File: src/rtl/tlfs_pkg.sv
`timescale 1ns / 1ps
// Shared types, codes and constants of the three-level feedback scheduler.
// Used by tlfs_queues and three_level_feedback_scheduler_core; no dependencies.
package tlfs_pkg;

	localparam int MAX_PROCESSES_DEF = 64;
	localparam int PID_W             = 6;
	localparam int TICKS_W           = 24;
	localparam int TIME_W            = 26;

	localparam logic [TICKS_W-1:0] TICKS_RESET  = 24'd2000000;
	localparam logic [TIME_W-1:0]  MARGIN_RESET = 26'd1000000;
	localparam logic [TIME_W-1:0]  ELAPSED_MAX  = 26'h3FFFFFF;

	typedef logic [1:0] lvl_t;

	localparam lvl_t LVL_TOP = 2'd0;
	localparam lvl_t LVL_MID = 2'd1;
	localparam lvl_t LVL_LOW = 2'd2;

	typedef enum logic [2:0] {
		MODE_ADMIT    = 3'd0,
		MODE_DISPATCH = 3'd1,
		MODE_TICK     = 3'd2,
		MODE_IO_START = 3'd3,
		MODE_END      = 3'd4,
		MODE_IO_DONE  = 3'd5
	} mode_t;

	typedef enum logic [3:0] {
		ST_ADMITTED   = 4'd0,
		ST_DISPATCHED = 4'd1,
		ST_EMPTY      = 4'd2,
		ST_PREEMPTED  = 4'd3,
		ST_BLOCKED    = 4'd4,
		ST_ENDED      = 4'd5,
		ST_REQUEUED   = 4'd6,
		ST_NOCHANGE   = 4'd7,
		ST_ERROR      = 4'd8
	} status_t;

	typedef enum logic [1:0] {
		S_IDLE,
		S_QREAD,
		S_EXEC
	} state_t;

	typedef enum logic {
		REG_TICKS  = 1'b0,
		REG_MARGIN = 1'b1
	} reg_idx_t;

	typedef struct packed {
		logic push;
		lvl_t push_lvl;
		logic pop;
		lvl_t pop_lvl;
	} qcmd_t;

	typedef struct packed {
		logic [2:0] nonempty;
		logic [2:0] full;
		lvl_t       top_lvl;
	} qstat_t;

	function automatic logic [TIME_W-1:0] quantum(input logic [TICKS_W-1:0] ticks,
			input lvl_t lvl);
		logic [TIME_W-1:0] q;
		case (lvl)
			LVL_TOP: q = {2'b00, ticks};
			LVL_MID: q = {1'b0, ticks, 1'b0};
			default: q = {ticks, 2'b00};
		endcase
		return q;
	endfunction

endpackage

File: src/rtl/tlfs_queues.sv
`timescale 1ns / 1ps
// Three ready FIFOs in one synchronous store, with head and fill registers per level.
// Depends on tlfs_pkg.
module tlfs_queues #(
	parameter int MAX_PROCESSES = tlfs_pkg::MAX_PROCESSES_DEF,
	parameter int IW            = (MAX_PROCESSES > 1) ? $clog2(MAX_PROCESSES) : 1
) (
	input  logic              clk,
	input  logic              arst_n,
	input  logic              rd_en,
	input  tlfs_pkg::qcmd_t   cmd,
	input  logic [IW-1:0]     push_id,
	output logic [IW-1:0]     rd_id,
	output tlfs_pkg::qstat_t  stat
);

	localparam int CW    = $clog2(MAX_PROCESSES + 1);
	localparam int DEPTH = 3 * MAX_PROCESSES;
	localparam int AW    = $clog2(DEPTH);

	logic [IW-1:0] mem [DEPTH];
	logic [IW-1:0] head_q [3];
	logic [CW-1:0] cnt_q [3];
	logic [IW-1:0] rd_q;

	logic [AW-1:0] raddr;
	logic [AW-1:0] waddr;
	logic [IW:0]   tail_sum;
	logic [IW:0]   tail_wrap;
	logic          push_ok;

	always_comb begin
		for (int l = 0; l < 3; l++) begin
			stat.nonempty[l] = (cnt_q[l] != '0);
			stat.full[l]     = (cnt_q[l] == CW'(MAX_PROCESSES));
		end
		if (stat.nonempty[0]) begin
			stat.top_lvl = tlfs_pkg::LVL_TOP;
		end else if (stat.nonempty[1]) begin
			stat.top_lvl = tlfs_pkg::LVL_MID;
		end else begin
			stat.top_lvl = tlfs_pkg::LVL_LOW;
		end
		raddr = AW'(stat.top_lvl) * AW'(MAX_PROCESSES) + AW'(head_q[stat.top_lvl]);
		tail_sum  = (IW+1)'(head_q[cmd.push_lvl]) + (IW+1)'(cnt_q[cmd.push_lvl]);
		tail_wrap = (tail_sum >= (IW+1)'(MAX_PROCESSES)) ?
			tail_sum - (IW+1)'(MAX_PROCESSES) : tail_sum;
		waddr   = AW'(cmd.push_lvl) * AW'(MAX_PROCESSES) + AW'(tail_wrap[IW-1:0]);
		push_ok = cmd.push && !stat.full[cmd.push_lvl];
	end

	always_ff @(posedge clk) begin
		if (push_ok) begin
			mem[waddr] <= push_id;
		end
		if (rd_en) begin
			rd_q <= mem[raddr];
		end
	end

	assign rd_id = rd_q;

	always_ff @(posedge clk or negedge arst_n) begin
		if (!arst_n) begin
			for (int l = 0; l < 3; l++) begin
				head_q[l] <= '0;
				cnt_q[l]  <= '0;
			end
		end else begin
			for (int l = 0; l < 3; l++) begin
				if (cmd.pop && cmd.pop_lvl == tlfs_pkg::lvl_t'(l)) begin
					head_q[l] <= (head_q[l] == IW'(MAX_PROCESSES - 1)) ? '0 : head_q[l] + 1'b1;
				end
				if (push_ok && cmd.push_lvl == tlfs_pkg::lvl_t'(l) &&
						!(cmd.pop && cmd.pop_lvl == tlfs_pkg::lvl_t'(l))) begin
					cnt_q[l] <= cnt_q[l] + 1'b1;
				end else if (!(push_ok && cmd.push_lvl == tlfs_pkg::lvl_t'(l)) &&
						cmd.pop && cmd.pop_lvl == tlfs_pkg::lvl_t'(l)) begin
					cnt_q[l] <= cnt_q[l] - 1'b1;
				end
			end
		end
	end

endmodule

File: src/rtl/three_level_feedback_scheduler_core.sv
`timescale 1ns / 1ps
// Top level of the three-level feedback scheduler: event channel, result channel,
// register port and the process table. Depends on tlfs_pkg and tlfs_queues.
//
// Usage:
//   Input transfers carry one event: s_tuser is the mode (admit, dispatch, tick,
//   IO start, process ended, IO done), s_tdata the process id used by IO done.
//   Every event gives exactly one result transfer: m_tuser is the status,
//   m_tdata the process id, its level, the granted quantum and elapsed ticks.
//   The register port holds ticks_per_unit at 0x0 and promote_margin_ticks at 0x4;
//   write it only while no event is in flight.
//   The result is registered when the event commits in S_EXEC; a dispatch
//   that finds a waiting process first passes S_QREAD (queue store read, then
//   process table read). The next event is accepted only in S_IDLE, after the
//   last one has committed.
//   The result sits in an output register: while the receiver stalls the block
//   still accepts the next event, and holds its commit until the register frees.
//   Reset empties the queues, clears the process count and the running process
//   and loads the register defaults; the stores themselves are not swept.
module three_level_feedback_scheduler_core #(
	parameter int MAX_PROCESSES = tlfs_pkg::MAX_PROCESSES_DEF
) (
	input  logic        clk,
	input  logic        arst_n,
	// event channel
	input  logic        s_tvalid,
	output logic        s_tready,
	input  logic [7:0]  s_tdata,   // [5:0] process_id, [7:6] zero
	input  logic [2:0]  s_tuser,   // [2:0] mode
	// result channel
	output logic        m_tvalid,
	input  logic        m_tready,
	output logic [63:0] m_tdata,   // [5:0] process_id_out, [7:6] level,
	                               // [33:8] quantum_ticks, [59:34] elapsed_ticks, [63:60] zero
	output logic [3:0]  m_tuser,   // [3:0] status
	// register port
	input  logic        psel,
	input  logic        penable,
	input  logic        pwrite,
	input  logic [2:0]  paddr,
	input  logic [31:0] pwdata,
	output logic [31:0] prdata,
	output logic        pready
);

	localparam int IW    = (MAX_PROCESSES > 1) ? $clog2(MAX_PROCESSES) : 1;
	localparam int CW    = $clog2(MAX_PROCESSES + 1);
	localparam int PW    = tlfs_pkg::PID_W;
	localparam int TW    = tlfs_pkg::TIME_W;

	tlfs_pkg::state_t state_q, state_nxt;
	tlfs_pkg::mode_t  mode_q;
	logic [PW-1:0]    pid_q;

	logic [23:0]      ticks_q;
	logic [TW-1:0]    margin_q;

	logic [IW-1:0]    run_id_q;
	logic             run_valid_q;
	tlfs_pkg::lvl_t   run_lvl_q;
	logic [TW-1:0]    elapsed_q;
	logic [CW-1:0]    proc_cnt_q;

	logic                m_tvalid_q;
	tlfs_pkg::status_t   out_status_q;
	logic [PW-1:0]       out_pid_q;
	tlfs_pkg::lvl_t      out_lvl_q;
	logic [TW-1:0]       out_quant_q;
	logic [TW-1:0]       out_elap_q;

	// process table: {blocked, level}
	logic [2:0]       lvl_mem [MAX_PROCESSES];
	logic [2:0]       lvl_rd_q;
	logic [IW-1:0]    lvl_raddr;
	logic             lvl_rd_en;
	logic             lvl_we;
	logic [IW-1:0]    lvl_waddr;
	logic [2:0]       lvl_wdata;

	tlfs_pkg::qcmd_t  qcmd;
	tlfs_pkg::qstat_t qstat;
	logic [IW-1:0]    q_push_id;
	logic [IW-1:0]    q_rd_id;

	logic             accept;
	logic             slot_free;
	logic             commit;
	logic             cfg_we;

	// commit results
	tlfs_pkg::status_t c_status;
	logic [IW-1:0]     c_id;
	tlfs_pkg::lvl_t    c_lvl;
	logic [TW-1:0]     c_quant;
	logic [TW-1:0]     c_elap;
	logic              c_run_set;
	logic              c_run_clr;
	logic              c_elap_wr;
	logic [TW-1:0]     c_elap_nxt;
	logic              c_cnt_inc;
	logic [TW-1:0]     run_quant;
	logic [TW-1:0]     elap_inc;
	logic [TW:0]       promo_sum;
	logic              pid_known;

	assign pready    = 1'b1;
	assign cfg_we    = psel && penable && pwrite && pready;
	assign s_tready  = (state_q == tlfs_pkg::S_IDLE);
	assign accept    = s_tvalid && s_tready;
	assign slot_free = !m_tvalid_q || m_tready;
	assign commit    = (state_q == tlfs_pkg::S_EXEC) && slot_free;

	assign m_tvalid = m_tvalid_q;
	assign m_tuser  = out_status_q;
	assign m_tdata  = {4'b0000, out_elap_q, out_quant_q, out_lvl_q, out_pid_q};

	// register port
	always_comb begin
		unique case (tlfs_pkg::reg_idx_t'(paddr[2]))
			tlfs_pkg::REG_TICKS:  prdata = {8'b0, ticks_q};
			tlfs_pkg::REG_MARGIN: prdata = {6'b0, margin_q};
			default:              prdata = '0;
		endcase
	end

	always_ff @(posedge clk or negedge arst_n) begin
		if (!arst_n) begin
			ticks_q  <= tlfs_pkg::TICKS_RESET;
			margin_q <= tlfs_pkg::MARGIN_RESET;
		end else if (cfg_we) begin
			unique case (tlfs_pkg::reg_idx_t'(paddr[2]))
				tlfs_pkg::REG_TICKS:  ticks_q  <= pwdata[23:0];
				tlfs_pkg::REG_MARGIN: margin_q <= pwdata[TW-1:0];
				default: ;
			endcase
		end
	end

	// state machine
	always_ff @(posedge clk or negedge arst_n) begin
		if (!arst_n) begin
			state_q <= tlfs_pkg::S_IDLE;
		end else begin
			state_q <= state_nxt;
		end
	end

	always_comb begin
		state_nxt = state_q;
		lvl_rd_en = 1'b0;
		lvl_raddr = q_rd_id;
		unique case (state_q)
			tlfs_pkg::S_IDLE: begin
				lvl_rd_en = 1'b1;
				lvl_raddr = IW'(s_tdata[PW-1:0]);
				if (accept) begin
					if (tlfs_pkg::mode_t'(s_tuser) == tlfs_pkg::MODE_DISPATCH &&
							!run_valid_q && (|qstat.nonempty)) begin
						state_nxt = tlfs_pkg::S_QREAD;
					end else begin
						state_nxt = tlfs_pkg::S_EXEC;
					end
				end
			end
			tlfs_pkg::S_QREAD: begin
				lvl_rd_en = 1'b1;
				lvl_raddr = q_rd_id;
				state_nxt = tlfs_pkg::S_EXEC;
			end
			tlfs_pkg::S_EXEC: begin
				if (commit) begin
					state_nxt = tlfs_pkg::S_IDLE;
				end
			end
			default: state_nxt = tlfs_pkg::S_IDLE;
		endcase
	end

	always_ff @(posedge clk) begin
		if (accept) begin
			mode_q <= tlfs_pkg::mode_t'(s_tuser);
			pid_q  <= s_tdata[PW-1:0];
		end
	end

	// process table
	always_ff @(posedge clk) begin
		if (lvl_we) begin
			lvl_mem[lvl_waddr] <= lvl_wdata;
		end
		if (lvl_rd_en) begin
			lvl_rd_q <= lvl_mem[lvl_raddr];
		end
	end

	tlfs_queues #(
		.MAX_PROCESSES (MAX_PROCESSES),
		.IW            (IW)
	) u_queues (
		.clk     (clk),
		.arst_n  (arst_n),
		.rd_en   (s_tready),
		.cmd     (qcmd),
		.push_id (q_push_id),
		.rd_id   (q_rd_id),
		.stat    (qstat)
	);

	// event decode and commit
	always_comb begin
		run_quant = tlfs_pkg::quantum(ticks_q, run_lvl_q);
		elap_inc  = (elapsed_q == tlfs_pkg::ELAPSED_MAX) ? elapsed_q : elapsed_q + 1'b1;
		promo_sum = {1'b0, elapsed_q} + {1'b0, margin_q};
		pid_known = (int'(pid_q) < int'(proc_cnt_q)) && (int'(pid_q) < MAX_PROCESSES);

		c_status   = tlfs_pkg::ST_ERROR;
		c_id       = '0;
		c_lvl      = tlfs_pkg::LVL_TOP;
		c_quant    = '0;
		c_elap     = '0;
		c_run_set  = 1'b0;
		c_run_clr  = 1'b0;
		c_elap_wr  = 1'b0;
		c_elap_nxt = elap_inc;
		c_cnt_inc  = 1'b0;
		lvl_we     = 1'b0;
		lvl_waddr  = run_id_q;
		lvl_wdata  = {1'b0, run_lvl_q};
		qcmd       = '0;
		q_push_id  = run_id_q;

		unique case (mode_q)
			tlfs_pkg::MODE_ADMIT: begin
				if (proc_cnt_q != CW'(MAX_PROCESSES)) begin
					c_status      = tlfs_pkg::ST_ADMITTED;
					c_id          = IW'(proc_cnt_q);
					c_cnt_inc     = 1'b1;
					lvl_we        = 1'b1;
					lvl_waddr     = IW'(proc_cnt_q);
					lvl_wdata     = {1'b0, tlfs_pkg::LVL_TOP};
					qcmd.push     = 1'b1;
					qcmd.push_lvl = tlfs_pkg::LVL_TOP;
					q_push_id     = IW'(proc_cnt_q);
				end
			end
			tlfs_pkg::MODE_DISPATCH: begin
				if (run_valid_q) begin
					c_status = tlfs_pkg::ST_ERROR;
				end else if (!(|qstat.nonempty)) begin
					c_status = tlfs_pkg::ST_EMPTY;
				end else begin
					c_status     = tlfs_pkg::ST_DISPATCHED;
					c_id         = q_rd_id;
					c_lvl        = lvl_rd_q[1:0];
					c_quant      = tlfs_pkg::quantum(ticks_q, lvl_rd_q[1:0]);
					c_run_set    = 1'b1;
					c_elap_wr    = 1'b1;
					c_elap_nxt   = '0;
					qcmd.pop     = 1'b1;
					qcmd.pop_lvl = qstat.top_lvl;
				end
			end
			tlfs_pkg::MODE_TICK: begin
				if (!run_valid_q) begin
					c_status = tlfs_pkg::ST_NOCHANGE;
				end else begin
					c_id      = run_id_q;
					c_quant   = run_quant;
					c_elap    = elap_inc;
					c_elap_wr = 1'b1;
					if (elap_inc >= run_quant) begin
						c_status      = tlfs_pkg::ST_PREEMPTED;
						c_lvl         = (run_lvl_q == tlfs_pkg::LVL_TOP) ?
							tlfs_pkg::LVL_MID : tlfs_pkg::LVL_LOW;
						c_run_clr     = 1'b1;
						lvl_we        = 1'b1;
						lvl_wdata     = {1'b0, c_lvl};
						qcmd.push     = 1'b1;
						qcmd.push_lvl = c_lvl;
					end else begin
						c_status = tlfs_pkg::ST_NOCHANGE;
						c_lvl    = run_lvl_q;
					end
				end
			end
			tlfs_pkg::MODE_IO_START: begin
				if (run_valid_q) begin
					c_status  = tlfs_pkg::ST_BLOCKED;
					c_id      = run_id_q;
					c_quant   = run_quant;
					c_elap    = elapsed_q;
					c_run_clr = 1'b1;
					if (promo_sum < {1'b0, run_quant}) begin
						c_lvl = (run_lvl_q == tlfs_pkg::LVL_LOW) ?
							tlfs_pkg::LVL_MID : tlfs_pkg::LVL_TOP;
					end else begin
						c_lvl = run_lvl_q;
					end
					lvl_we    = 1'b1;
					lvl_wdata = {1'b1, c_lvl};
				end
			end
			tlfs_pkg::MODE_END: begin
				if (run_valid_q) begin
					c_status  = tlfs_pkg::ST_ENDED;
					c_id      = run_id_q;
					c_lvl     = run_lvl_q;
					c_quant   = run_quant;
					c_elap    = elapsed_q;
					c_run_clr = 1'b1;
				end
			end
			tlfs_pkg::MODE_IO_DONE: begin
				if (pid_known && lvl_rd_q[2]) begin
					c_status      = tlfs_pkg::ST_REQUEUED;
					c_id          = IW'(pid_q);
					c_lvl         = lvl_rd_q[1:0];
					lvl_we        = 1'b1;
					lvl_waddr     = IW'(pid_q);
					lvl_wdata     = {1'b0, lvl_rd_q[1:0]};
					qcmd.push     = 1'b1;
					qcmd.push_lvl = lvl_rd_q[1:0];
					q_push_id     = IW'(pid_q);
				end
			end
			default: ;
		endcase

		if (!commit) begin
			lvl_we = 1'b0;
			qcmd   = '0;
		end
	end

	always_ff @(posedge clk or negedge arst_n) begin
		if (!arst_n) begin
			run_valid_q <= 1'b0;
			run_id_q    <= '0;
			run_lvl_q   <= tlfs_pkg::LVL_TOP;
			elapsed_q   <= '0;
			proc_cnt_q  <= '0;
			m_tvalid_q  <= 1'b0;
		end else begin
			if (m_tready) begin
				m_tvalid_q <= 1'b0;
			end
			if (commit) begin
				m_tvalid_q <= 1'b1;
				if (c_run_set) begin
					run_valid_q <= 1'b1;
					run_id_q    <= c_id;
					run_lvl_q   <= c_lvl;
				end else if (c_run_clr) begin
					run_valid_q <= 1'b0;
				end
				if (c_elap_wr) begin
					elapsed_q <= c_elap_nxt;
				end
				if (c_cnt_inc) begin
					proc_cnt_q <= proc_cnt_q + 1'b1;
				end
			end
		end
	end

	always_ff @(posedge clk) begin
		if (commit) begin
			out_status_q <= c_status;
			out_pid_q    <= PW'(c_id);
			out_lvl_q    <= c_lvl;
			out_quant_q  <= c_quant;
			out_elap_q   <= c_elap;
		end
	end

	// checks
	a_cnt_bound: assert property (@(posedge clk) disable iff (!arst_n)
		int'(proc_cnt_q) <= MAX_PROCESSES)
		else $error("process count above table size");

	a_push_room: assert property (@(posedge clk) disable iff (!arst_n)
		qcmd.push |-> !qstat.full[qcmd.push_lvl])
		else $error("push into a full level queue");

	a_disp_runs: assert property (@(posedge clk) disable iff (!arst_n)
		(commit && c_status == tlfs_pkg::ST_DISPATCHED) |=> run_valid_q && elapsed_q == '0)
		else $error("dispatch did not start a running process");

	a_one_event: assert property (@(posedge clk) disable iff (!arst_n)
		accept |=> !s_tready)
		else $error("event accepted while another is in flight");

endmodule
File: config.mk
export PLATFORM = sky130hd
export DESIGN_NAME = three_level_feedback_scheduler_core
export DESIGN_NICKNAME = d
export VERILOG_FILES = /design/src/rtl/tlfs_pkg.sv /design/src/rtl/tlfs_queues.sv /design/src/rtl/three_level_feedback_scheduler_core.sv
export SDC_FILE = /design/constraint.sdc
export NUM_CORES = 2
export LEC_CHECK = 0
export ABC_AREA = 1
export BUFFER_PORTS_ARGS = -buffer_cell sky130_fd_sc_hd__buf_2
export CAP_MARGIN = 10
export CELL_PAD_IN_SITES_DETAIL_PLACEMENT = 1
export CELL_PAD_IN_SITES_GLOBAL_PLACEMENT = 2
export CORE_AREA = 5 5 351 698
export DETAILED_ROUTE_END_ITERATION = 6
export DIE_AREA = 0 0 356 703
export HOLD_SLACK_MARGIN = 0.06
export MAX_ROUTING_LAYER = met4
export PLACE_DENSITY_LB_ADDON = 0.1
export SYNTH_ARGS = -nofsm -noshare
export SYNTH_HDL_FRONTEND = slang
export SYNTH_SLANG_ARGS = --single-unit
File: constraint.sdc
create_clock -name clk -period 13.1 [get_ports clk]
set_input_delay 2.62 -clock clk [delete_from_list [all_inputs] [get_ports clk]]
set_output_delay 2.62 -clock clk [all_outputs]
set_load 0.005 [all_outputs]
==> flow_metrics.py <==
metrics = {
    "finish": {
        "final_nets": 6715,
        "fill_cells": 26320,
        "multi_input_area_um2": 20110,
        "drive_gt1_share_pct": 8.866,
        "register_area_um2": 46190,
        "fin_util_pct": 33.65,
        "syn_to_final_growth_pct": 12.90,
        "final_cells": 9868,
    },
    "status": {
        "status": "completed",
    },
    "timing": {
        "whs_ns": 0.4801,
        "fin_skew_ns": 0.04891,
        "slew-limit-headroom_pct": 26.58,
        "worst_pin_slew_ns": 1.100,
        "period_needed_ns": 9.318,
        "maxSlewViolCount": 0,
        "setup_tns_ns": 0,
        "worst_slack_ns": 3.782,
        "hold_viol_final": 0,
        "min_period_over_period_pct": 71.13,
        "final-setup-viol-count": 0,
        "max_freq_mhz": 107.3,
        "rsz0062_at_grt": "no",
    },
    "logic_synthesis": {
        "synth_top_area_share_pct": 60.12,
        "ys_seq_elements": 1560,
        "synth_edf_count": 1426,
        "yosysSeqAreaShare_pct": 64.86,
        "synth_area_um2": 71220,
        "synthArstFlopShare_pct": 8.590,
        "yosysWarnings": 0,
        "ys.flop_type": "edfxtp_1",
        "synth_cell_type_count": 67,
        "synth_area_leaders": "edfxtp_1, nand2_1, inv_1",
        "syn_avg_cell_area_um2": 10.92,
        "syn_inst": 6522,
        "synth_largest_area_cell": "edfxtp_1",
    },
    "clock_tree": {
        "cts.sinks": 1560,
        "htreeDepth": 4,
        "clock_tree.buffer_depth": 4,
        "clk_pin_slew_ns": 0.08,
        "postCtsResizedCells": 0,
        "numCtsBuffers": 162,
        "root_buffer": "clkbuf_16",
        "cts_tree": "yes",
        "cts_hold_repair.buffers": 0,
        "clk-insertion-delay-late_ns": 0.83,
        "cts_post_setup_buffers_inserted": 0,
    },
    "critical_path": {
        "arrival_ns": 9.76,
        "critPathMaxStageDelay_ns": 0.80,
        "crit_fanout": 16,
        "cp_common_cell": "nor2_1",
        "start_kind": "flip-flop",
        "critPathRequiredTime_ns": 13.55,
        "crit_type": "reg -> reg",
        "reg2reg_depth": 42,
        "endpoint_kind": "flip-flop",
        "cpMaxStageDelayCell": "nor2_1",
    },
    "global_route": {
        "grt_usage_pct": 20.36,
        "grt_pass1_wl_mm": 363.1,
        "grt_max_degree": 224,
        "gr-total-overflow": 0,
        "antenna_found_initial": 3,
        "first_global_vias": 52370,
    },
    "job": {
        "cap_violations": 0,
    },
    "placement": {
        "dpl.cell_count": 9585,
        "place_congestion": 0.8129,
        "dp_hpwl_mm": 165.0,
        "dp_slack_ns": 3.506,
        "portBuffers": 134,
    },
    "die": {
        "die_area_um2": 250300,
        "die_y_um": 703,
        "ios": 156,
        "fp.dieW_um": 356,
        "core-area_um2": 239000,
        "std_cell_rows": 254,
        "start_util_pct": 29.80,
    },
    "power_and_ir_drop": {
        "power_density_nw_per_um2": 239.2,
        "vdd_drop_max_v": 0.0001979,
        "p_leak_nw": 29.89,
    },
    "worst_hold_path": {
        "hold_path.class": "reg -> reg",
        "whs_path_depth": 2,
    },
    "drt": {
        "drc_errors": 0,
        "wirelength_mm": 252.1,
        "dr.pass1.iters": 5,
        "wl_per_cell_um": 25.55,
        "via_count": 48470,
        "dr.first_iter.drc_count": 2537,
        "via_per_inst": 4.912,
        "drtAntennaViolNets": 0,
    },
}
==> final timing paths <==
kind                               startpoint              endpoint  slack (ns)
max in group asynchronous              arst_n         proc_cnt_q[4]        9.97
max                             elapsed_q[14]  u_queues.mem[155][4]        3.78
min reg2reg                u_queues.cnt_q[20]    u_queues.cnt_q[20]        0.48
min in group asynchronous              arst_n          margin_q[24]        1.79
max reg2reg                     elapsed_q[14]  u_queues.mem[155][4]        3.78
min                        u_queues.cnt_q[20]    u_queues.cnt_q[20]        0.48
==> state kept, by name, indices dropped and copies added (netlist names) <==
| signal | count |
|---|---|
| u_queues.mem | 1152 |
| lvl_mem | 192 |
| elapsed_q | 26 |
| margin_q | 26 |
| out_elap_q | 26 |
| out_quant_q | 26 |
| ticks_q | 24 |
| u_queues.cnt_q | 21 |
| u_queues.head_q | 18 |
| proc_cnt_q | 7 |
| out_pid_q | 6 |
| pid_q | 6 |
| run_id_q | 6 |
| u_queues.rd_id | 6 |
| m_tuser | 4 |
| lvl_rd_q | 3 |
| mode_q | 3 |
| out_lvl_q | 2 |
| run_lvl_q | 2 |
| state_q | 2 |
| m_tvalid | 1 |
| run_valid_q | 1 |
==> through the flow <==
step / area (um^2) / power, mW
2_1_floorplan: 71250 / 11.60
3_3_place_gp: 75240 / 14.84
3_5_place_dp: 75240 / 14.92
4_1_cts: 80410 / 19.67
5_1_grt: 80410 / 20.40
6_report: 80410 / 19.23
==> cell families (layout without fill, tap and decap cells) <==
logic type / count (synthesis) / count (layout) / share of synthesized area [%]
other: 2 / 13 / 0.01054
xor gates and xnor gates: 73 / 73 / 0.8977
and+or+nand+nor: 2280 / 2280 / 14.23
AOI/OAI and AO/OA: 1199 / 1199 / 10.74
buffers and inverters: 1292 / 1427 / 7.180
DFF: 1560 / 1560 / 64.86
muxes: 3 / 3 / 0.04567
adders and majority gates: 113 / 113 / 2.038
==> area by class of cell <==
class	instances	area share (%)
sequential	1560	57.44
multi-input combinational	3679	25.00
clock buffer	195	5.340
tap	3200	4.979
inverter	915	4.307
timing repair buffer	231	1.841
clock inverter	86	1.078
antenna	2	0.006224
==> routing by layer <==
layer	global-route usage, %	routed length (um)	vias up	share of wire [%]
met3	1.689	5235	340	2.1
li1	-	-	22970	-
met1	20.77	93460	24580	37
met4	6.381	8858	0	3.5
met5	-	0	-	0
met2	40.63	144600	588	57
==> cell usage after synthesis (all sizes together) (2+ instances only) <==
master	number
nor3b	3
o221ai	38
o22ai	107
a211oi	4
o21bai	11
clkinv	5
a21o	4
xnor2	12
inv	910
o2111ai	8
a21oi	121
buf	174
nor3	25
ha	108
mux2	2
conb	2
dfrtp	120
nand4	80
a22oi	36
fa	5
nand3b	5
o31ai	2
or2	2
o211ai	446
and2	2
nor2	460
nor4	13
edfxtp	1426
a31oi	5
nand2	1003
dfstp	14
o21a	4
a221oi	7
xor2	61
o311ai	2
nand3	685
o21ai	399
clkbuf	203
==> worst max-delay path: cells and delay by family, from the launching register on <==
family | cells | cell delay (ns)
buffers and inverters | 8 | 0.92
AND/OR/NAND/NOR | 27 | 5.97
flip-flops | 1 | 0.49
adder cells (fa/ha/maj) | 2 | 0.64
XOR/XNOR | 1 | 0.31
AO/OA/AOI/OAI | 4 | 0.56
==> cell usage in the layout (no fill, tap or decap), types with 14 or more instances in the layout <==
| master | instances |
|---|---|
| clkbuf_1 | 27 |
| o211ai_1 | 446 |
| nand2_1 | 990 |
| ha_1 | 108 |
| nor3_1 | 22 |
| nand3_1 | 666 |
| inv_1 | 890 |
| bufinv_16 | 17 |
| nor2_2 | 36 |
| o221ai_1 | 37 |
| xor2_1 | 61 |
| nand4_1 | 73 |
| clkinv_2 | 30 |
| buf_4 | 91 |
| o21ai_0 | 388 |
| a21oi_1 | 119 |
| a22oi_1 | 34 |
| o22ai_1 | 107 |
| clkbuf_16 | 167 |
| buf_2 | 133 |
| edfxtp_1 | 1426 |
| dfrtp_1 | 120 |
| dfstp_2 | 14 |
| clkinv_1 | 32 |
| nor2_1 | 419 |
==> report_power, final <==
group / switching (mW) / internal (mW) / leakage (nW) / total, mW
clock: 2.00 / 2.67 / 2.52 / 4.67
sequential: 0.208 / 6.41 / 14.6 / 6.61
combinational: 6.00 / 1.95 / 12.8 / 7.95
total: 8.21 / 11.0 / 29.9 / 19.2
Power figures use the tool's default switching activity.
